<file path="src/rtl/tmtw_pkg.sv">
package tmtw_pkg;

  localparam int COLUMNS_DEF = 80;
  localparam int ROWS_DEF    = 25;
  localparam int CELL_W      = 16;

  localparam logic [7:0] CH_SPACE   = 8'd32;
  localparam logic [7:0] CH_NEWLINE = 8'd10;
  localparam logic [7:0] CH_RETURN  = 8'd13;
  localparam logic [7:0] CH_TAB     = 8'd9;

  localparam logic [7:0] RESET_ATTR = 8'd31;

  localparam logic [1:0] MODE_PUT   = 2'd0;
  localparam logic [1:0] MODE_CLEAR = 2'd1;
  localparam logic [1:0] MODE_READ  = 2'd2;

  // One result item as it leaves the sequencer.
  typedef struct packed {
    logic [4:0]        row;
    logic [6:0]        col;
    logic [10:0]       pos;
    logic [CELL_W-1:0] cell_data;
  } res_t;

endpackage

</file>
<file path="src/rtl/tmtw_seq.sv">
module tmtw_seq #(
  parameter int COLUMNS = tmtw_pkg::COLUMNS_DEF,
  parameter int ROWS = tmtw_pkg::ROWS_DEF,
  localparam int CELLS = COLUMNS * ROWS,
  localparam int AW = $clog2(CELLS)
) (
  input  logic                        clk,
  input  logic                        rst,
  input  logic                        in_valid,
  output logic                        in_stall,
  input  logic [1:0]                  mode,
  input  logic [7:0]                  char_code,
  input  logic [10:0]                 cell_index,
  input  logic [7:0]                  attr,
  output logic                        res_valid,
  input  logic                        res_ready,
  output tmtw_pkg::res_t              res,
  output logic                        mem_we,
  output logic [AW-1:0]               mem_waddr,
  output logic [tmtw_pkg::CELL_W-1:0] mem_wdata,
  output logic [AW-1:0]               mem_raddr,
  input  logic [tmtw_pkg::CELL_W-1:0] mem_rdata
);
  import tmtw_pkg::*;

  localparam int CW = $clog2(COLUMNS);
  localparam int RW = $clog2(ROWS);

  localparam logic [2:0] S_INIT   = 3'd0;
  localparam logic [2:0] S_IDLE   = 3'd1;
  localparam logic [2:0] S_EXEC   = 3'd2;
  localparam logic [2:0] S_SCROLL = 3'd3;
  localparam logic [2:0] S_CLEAR  = 3'd4;
  localparam logic [2:0] S_RWAIT  = 3'd5;
  localparam logic [2:0] S_DONE   = 3'd6;

  localparam logic [AW-1:0] LAST_CELL     = AW'(CELLS - 1);
  localparam logic [AW-1:0] LAST_ROW_BASE = AW'(CELLS - COLUMNS);
  localparam logic [AW-1:0] COL_STEP      = AW'(COLUMNS);
  localparam logic [AW-1:0] SCROLL_LAST   = AW'(COLUMNS - 1);
  localparam logic [CW-1:0] LAST_COL      = CW'(COLUMNS - 1);
  localparam logic [RW-1:0] LAST_ROW      = RW'(ROWS - 1);
  localparam logic [AW:0]   CELLS_X       = (AW + 1)'(CELLS);

  logic [2:0]        state, state_next;
  logic [AW-1:0]     cnt, cnt_next;
  logic [RW-1:0]     row, row_next;
  logic [CW-1:0]     col, col_next;
  logic [AW-1:0]     lin, lin_next;
  logic [AW-1:0]     base_off, base_off_next;
  logic [1:0]        op_mode;
  logic [7:0]        op_char;
  logic [10:0]       op_idx;
  logic [CELL_W-1:0] cell_data, cell_data_next;

  logic [AW:0]       cur_sum, rd_sum;
  logic [AW-1:0]     cur_phys, rd_phys;
  logic              idx_ok;
  logic [CELL_W-1:0] blank;

  // The screen is a ring of rows: base_off is where logical row 0 starts.
  assign cur_sum  = {1'b0, lin} + {1'b0, base_off};
  assign cur_phys = (cur_sum >= CELLS_X) ? AW'(cur_sum - CELLS_X) : cur_sum[AW-1:0];
  assign rd_sum   = {1'b0, AW'(op_idx)} + {1'b0, base_off};
  assign rd_phys  = (rd_sum >= CELLS_X) ? AW'(rd_sum - CELLS_X) : rd_sum[AW-1:0];
  assign idx_ok   = 32'(op_idx) < CELLS;
  assign blank    = {attr, CH_SPACE};

  assign in_stall = (state != S_IDLE);

  assign res.row       = 5'(row);
  assign res.col       = 7'(col);
  assign res.pos       = 11'(lin);
  assign res.cell_data = cell_data;

  always_comb begin
    state_next     = state;
    cnt_next       = cnt;
    row_next       = row;
    col_next       = col;
    lin_next       = lin;
    base_off_next  = base_off;
    cell_data_next = cell_data;
    mem_we         = 1'b0;
    mem_waddr      = cur_phys;
    mem_wdata      = {attr, op_char};
    mem_raddr      = rd_phys;
    res_valid      = 1'b0;
    case (state)
      S_INIT: begin
        mem_we    = 1'b1;
        mem_waddr = cnt;
        mem_wdata = {RESET_ATTR, CH_SPACE};
        if (cnt == LAST_CELL) begin
          cnt_next   = '0;
          state_next = S_IDLE;
        end else begin
          cnt_next = cnt + 1'b1;
        end
      end
      S_IDLE: begin
        if (in_valid) begin
          state_next = S_EXEC;
        end
      end
      S_EXEC: begin
        cell_data_next = '0;
        state_next     = S_DONE;
        case (op_mode)
          MODE_PUT: begin
            case (op_char)
              CH_NEWLINE: begin
                col_next = '0;
                if (row == LAST_ROW) begin
                  lin_next   = LAST_ROW_BASE;
                  state_next = S_SCROLL;
                end else begin
                  row_next = row + 1'b1;
                  lin_next = lin - AW'(col) + COL_STEP;
                end
              end
              CH_RETURN: begin
                col_next = '0;
                lin_next = lin - AW'(col);
              end
              CH_TAB: begin
              end
              default: begin
                mem_we = 1'b1;
                if (col == LAST_COL) begin
                  col_next = '0;
                  if (row == LAST_ROW) begin
                    lin_next   = LAST_ROW_BASE;
                    state_next = S_SCROLL;
                  end else begin
                    row_next = row + 1'b1;
                    lin_next = lin + 1'b1;
                  end
                end else begin
                  col_next = col + 1'b1;
                  lin_next = lin + 1'b1;
                end
              end
            endcase
          end
          MODE_CLEAR: begin
            row_next      = '0;
            col_next      = '0;
            lin_next      = '0;
            base_off_next = '0;
            cnt_next      = '0;
            state_next    = S_CLEAR;
          end
          MODE_READ: begin
            state_next = S_RWAIT;
          end
          default: begin
          end
        endcase
      end
      S_SCROLL: begin
        // The old top row becomes the new bottom row and is blanked.
        mem_we    = 1'b1;
        mem_waddr = base_off + cnt;
        mem_wdata = blank;
        if (cnt == SCROLL_LAST) begin
          cnt_next      = '0;
          base_off_next = (base_off == LAST_ROW_BASE) ? '0 : base_off + COL_STEP;
          state_next    = S_DONE;
        end else begin
          cnt_next = cnt + 1'b1;
        end
      end
      S_CLEAR: begin
        mem_we    = 1'b1;
        mem_waddr = cnt;
        mem_wdata = blank;
        if (cnt == LAST_CELL) begin
          cnt_next   = '0;
          state_next = S_DONE;
        end else begin
          cnt_next = cnt + 1'b1;
        end
      end
      S_RWAIT: begin
        cell_data_next = idx_ok ? mem_rdata : '0;
        state_next     = S_DONE;
      end
      S_DONE: begin
        res_valid = 1'b1;
        if (res_ready) begin
          state_next = S_IDLE;
        end
      end
      default: begin
        state_next = S_IDLE;
      end
    endcase
  end

  always_ff @(posedge clk) begin
    if (rst) begin
      state    <= S_INIT;
      cnt      <= '0;
      row      <= '0;
      col      <= '0;
      lin      <= '0;
      base_off <= '0;
    end else begin
      state    <= state_next;
      cnt      <= cnt_next;
      row      <= row_next;
      col      <= col_next;
      lin      <= lin_next;
      base_off <= base_off_next;
    end
  end

  always_ff @(posedge clk) begin
    if (in_valid && !in_stall) begin
      op_mode <= mode;
      op_char <= char_code;
      op_idx  <= cell_index;
    end
    cell_data <= cell_data_next;
  end

  a_lin_matches_cursor: assert property (@(posedge clk) disable iff (rst)
    (state == S_IDLE) |-> (32'(lin) == 32'(row) * COLUMNS + 32'(col)))
    else $error("linear cursor disagrees with row and column");

  a_base_in_range: assert property (@(posedge clk) disable iff (rst)
    (32'(base_off) <= CELLS - COLUMNS))
    else $error("ring base lies past the last row");

  a_write_in_range: assert property (@(posedge clk) disable iff (rst)
    mem_we |-> (32'(mem_waddr) < CELLS))
    else $error("cell write outside the store");

  a_accept_starts_work: assert property (@(posedge clk) disable iff (rst)
    (in_valid && !in_stall) |=> (state == S_EXEC))
    else $error("accepted item did not start");

  a_result_returns_idle: assert property (@(posedge clk) disable iff (rst)
    (res_valid && res_ready) |=> (state == S_IDLE))
    else $error("result transfer did not free the sequencer");

endmodule

</file>
<file path="config.mk">
export PLATFORM = sky130hd
export DESIGN_NAME = tmtw_seq
export DESIGN_NICKNAME = d
export VERILOG_FILES = /design/src/rtl/tmtw_pkg.sv /design/src/rtl/tmtw_seq.sv
export SDC_FILE = /design/constraint.sdc
export NUM_CORES = 1
export LEC_CHECK = 0
export BUFFER_PORTS_ARGS = -buffer_cell sky130_fd_sc_hd__buf_2
export CAP_MARGIN = 30
export CORE_ASPECT_RATIO = 1.75
export CORE_UTILIZATION = 30
export CTS_CLUSTER_SIZE = 16
export DETAILED_ROUTE_END_ITERATION = 8
export PLACE_DENSITY = 0.54
export SETUP_SLACK_MARGIN = 0.3
export SYNTH_ARGS = -nofsm -noshare
export SYNTH_HDL_FRONTEND = slang
export SYNTH_SLANG_ARGS = --single-unit
</file>
<file path="constraint.sdc">
create_clock -name clk -period 3.79 [get_ports clk]
set_input_delay 0.5685 -clock clk [delete_from_list [all_inputs] [get_ports clk]]
set_output_delay 0.5685 -clock clk [all_outputs]
set_load 0.005 [all_outputs]
</file>
==> results.sh <==
export IMPL_status="finished with violations"
export IMPL_violations="negative setup slack"
export IMPL_finClkSkew_ns=0.0104
export IMPL_clock_fmax_mhz=259
export IMPL_finalCritPeriodShare=1.02
export IMPL_cts_buffers=9
export IMPL_antenna_found_initial=0
export IMPL_ys_warn_count=0
export IMPL_ys_ff_latch=81
export IMPL_multi_input_area_sq_um=3980
export IMPL_first_global_vias=5320
export IMPL_pin_count=129
export IMPL_tritoncts="built"
export IMPL_crit_path_top_delay_cell="or4b_4"
export IMPL_cp_cell_sequence="ha_4 -> xnor2_2 -> ha_2 -> or4b_4 -> o21ai_4 -> o211ai_1 -> a21oi_2 -> a2111oi_4 -> buf_4 -> a2111o_1 -> nand3_2 -> xor2_2 -> buf_2"
export IMPL_start_util=0.308
export IMPL_vias=5544
export IMPL_swShare=0.319
export IMPL_clockPowerShare=0.333
export IMPL_drc_errors=0
export IMPL_drt_iter0_markers=174
export IMPL_period_needed_ns=3.86
export IMPL_postSynthCellCount=690
export IMPL_ys_async_sr_fraction=0
export IMPL_clk_pin_slew_ns=0.06
export IMPL_max_cap_violations=0
export IMPL_syn_to_final_growth_pct=27.1
export IMPL_drt_pass1_iter_count=5
export IMPL_p_leak_uw=0.00307
export IMPL_filler_cell_count=1953
export IMPL_place_congestion=0.884
export IMPL_rsz0062_at_grt="true"
export IMPL_seqCellArea_sq_um=2000
export IMPL_path_class="flop to primary output"
export IMPL_pwr_share_comb=0.245
export IMPL_hp_class="input port to flop"
export IMPL_final_hold_viol_count=0
export IMPL_io_buffers=128
export IMPL_crit_buf_inv=2
export IMPL_synth_nets=784
export IMPL_worst_pin_slew_ns=0.849
export IMPL_cpPeakStageDelay_ns=0.47
export IMPL_setup_ws_ns=-0.0737
export IMPL_worstSetupEndpointType="primary output"
export IMPL_worstPathArrival_ns=3.30
export IMPL_nNetsFinal=922
export IMPL_grt_use_total=0.174
export IMPL_cp_required_ns=3.22
export IMPL_overflow=0
export IMPL_row_count=67
export IMPL_critical_path_max_fanout=3
export IMPL_cts_max_path_buffers=2
export IMPL_synth_distinct_cells=73
export IMPL_critical_path_startpoint_type="flop"
export IMPL_drive_gt1_frac=0.270
export IMPL_layout_cells_non_filler=1074
export IMPL_cts_max_level=3
export IMPL_dp_slack_ns=0.122
export IMPL_dp_cells=1048
export IMPL_cts_root_buf="clkbuf_16"
export IMPL_post_dp_cell_area_sq_um=6850
export IMPL_power_switching_uw=795
export IMPL_yosys_most_used_dff="dfxtp_1"
export IMPL_final_util=0.391
export IMPL_die_area_sq_um=20300
export IMPL_wl_mm=17.7
export IMPL_dieHeight_microns=188
export IMPL_cp_top_family="compound AO/OA/AOI/OAI gates"
export IMPL_cts_sinks=81
export IMPL_synth_enable_flop_cells=37
export IMPL_p_seq_frac=0.422
export IMPL_finalSetupViolCount=2
export IMPL_core_area_sq_um=19200
export IMPL_final_cell_area_sq_um=7510
export IMPL_avgSynthCellArea_sq_um=8.56
export IMPL_dp_hpwl_mm=13.9
export IMPL_netlist_area_sq_um=5910
export IMPL_internal_power_uw=1700
export IMPL_antenna_cells=0
export IMPL_power_density_nw_per_um2=332
export IMPL_grt_first_pass_wirelength_mm=27.0
export IMPL_avgViaCountPerCell=5.16
export IMPL_slew_violations=0
export IMPL_die_x_microns=108
export IMPL_r2r_slack_ns=0.58
export IMPL_ys_seq_area_frac=0.337
export IMPL_relSlewSlack=0.426
export IMPL_ant_nets=0
export IMPL_grt_max_degree=22
export IMPL_layout_commonest_cell="buf_2"
export IMPL_clock_latency_ns=0.35
export IMPL_ir_drop_mv=0.219
export IMPL_wl_per_cell_microns=16.5
export IMPL_most_common_layout_cells="128 x buf_2, 67 x nor2_1, 57 x nand2_1, 38 x dfxtp_1"
-- state kept, by name, summed over array words and instances, names as in the netlist --
signal and count:
cnt 11, op_mode 2, row 5, col 7, op_idx 11, op_char 8, cell_data 16, state 3
base_off 7, lin 11
-- power groups by stage --
stage | logic, uW | registers, uW | clock network (uW)
6_report | 612 | 1050 | 831
5_1_grt | 677 | 1060 | 882
4_1_cts | 598 | 1050 | 850
3_5_place_dp | 585 | 1070 | 0
3_3_place_gp | 582 | 1070 | 0
2_1_floorplan | 368 | 1040 | 0
-- cells by family after synthesis --
logic type / synth area share
AOI/OAI and AO/OA: 0.187
xor gates and xnor gates: 0.0902
DFF: 0.337
and+or+nand+nor: 0.243
muxes: 0.00847
other: 0.000635
buffers and inverters: 0.0373
adders and majority gates: 0.0966
-- final timing paths --
path | endpoint | startpoint | cells past startpoint
max | mem_raddr[7] | op_idx[5] | 13
min | op_idx[8] | cell_index[8] | 1
max reg2reg | lin[9] | lin[0] | 11
min reg2reg | row[1] | row[1] | 2
-- through the flow --
| step | hold WS, ns | total power (uW) | TNS [ns] |
|---|---|---|---|
| after floorplan | 0.502 | 1410 | 0 |
| after global placement | 0.530 | 1650 | 0 |
| after detailed placement | 0.528 | 1660 | 0 |
| after CTS | 0.389 | 2500 | -0.0427 |
| after global routing | 0.392 | 2620 | -0.579 |
| final | 0.398 | 2490 | -0.0799 |
-- synth_stat cells, types with 4 or more instances --
library cell | instances | area, sq um
o31ai_1 | 5 | 37.5
nand2_1 | 58 | 218
nor2_1 | 72 | 270
clkbuf_1 | 19 | 71.3
a31oi_1 | 4 | 25.0
xnor2_1 | 32 | 280
nand3_1 | 19 | 95.1
a311oi_1 | 5 | 43.8
dfxtp_1 | 44 | 881
a22oi_1 | 12 | 90.1
o211ai_1 | 5 | 37.5
and2_1 | 34 | 213
a21o_1 | 8 | 60.1
nand4_1 | 15 | 93.8
o22ai_1 | 5 | 31.3
edfxtp_1 | 37 | 1110
nor3_1 | 18 | 90.1
o21a_1 | 6 | 45.0
buf_2 | 5 | 25.0
and3_1 | 5 | 31.3
xor2_1 | 27 | 236
o221ai_1 | 4 | 35.0
a21oi_1 | 37 | 185
ha_1 | 44 | 551
o21ai_0 | 32 | 160
inv_1 | 29 | 109
mux2i_1 | 5 | 50.1
or3_1 | 7 | 43.8
nor3b_1 | 5 | 37.5
nor2b_1 | 13 | 81.3
nor4_1 | 4 | 25.0
or2_2 | 6 | 37.5
nand2b_1 | 10 | 62.6
-- cell type report --
type | count | share of cell area
sequential | 81 | 0.267
timing repair buffer | 153 | 0.113
clock inverter | 5 | 0.00400
multi-input combinational | 554 | 0.529
clock buffer | 11 | 0.0323
tap | 241 | 0.0401
inverter | 29 | 0.0145
-- timing repair --
action                     in CTS  in global routing
setup buffers                   7                  3
pin swaps                       6                 21
hold buffers                    0                  0
setup endpoints to repair      14                 14
gates resized for setup        20                 44
-- per-layer routing --
layer | track usage | vias to the layer above | wire [microns]
met2 | 0.339 | 130 | 10000
met4 | 0.0948 | 0 | 708
li1 | - | 2772 | -
met5 | 0 | - | 0
met1 | 0.170 | 2607 | 6480
met3 | 0.0212 | 35 | 541
No activity file was read; power rests on OpenSTA's default activity.
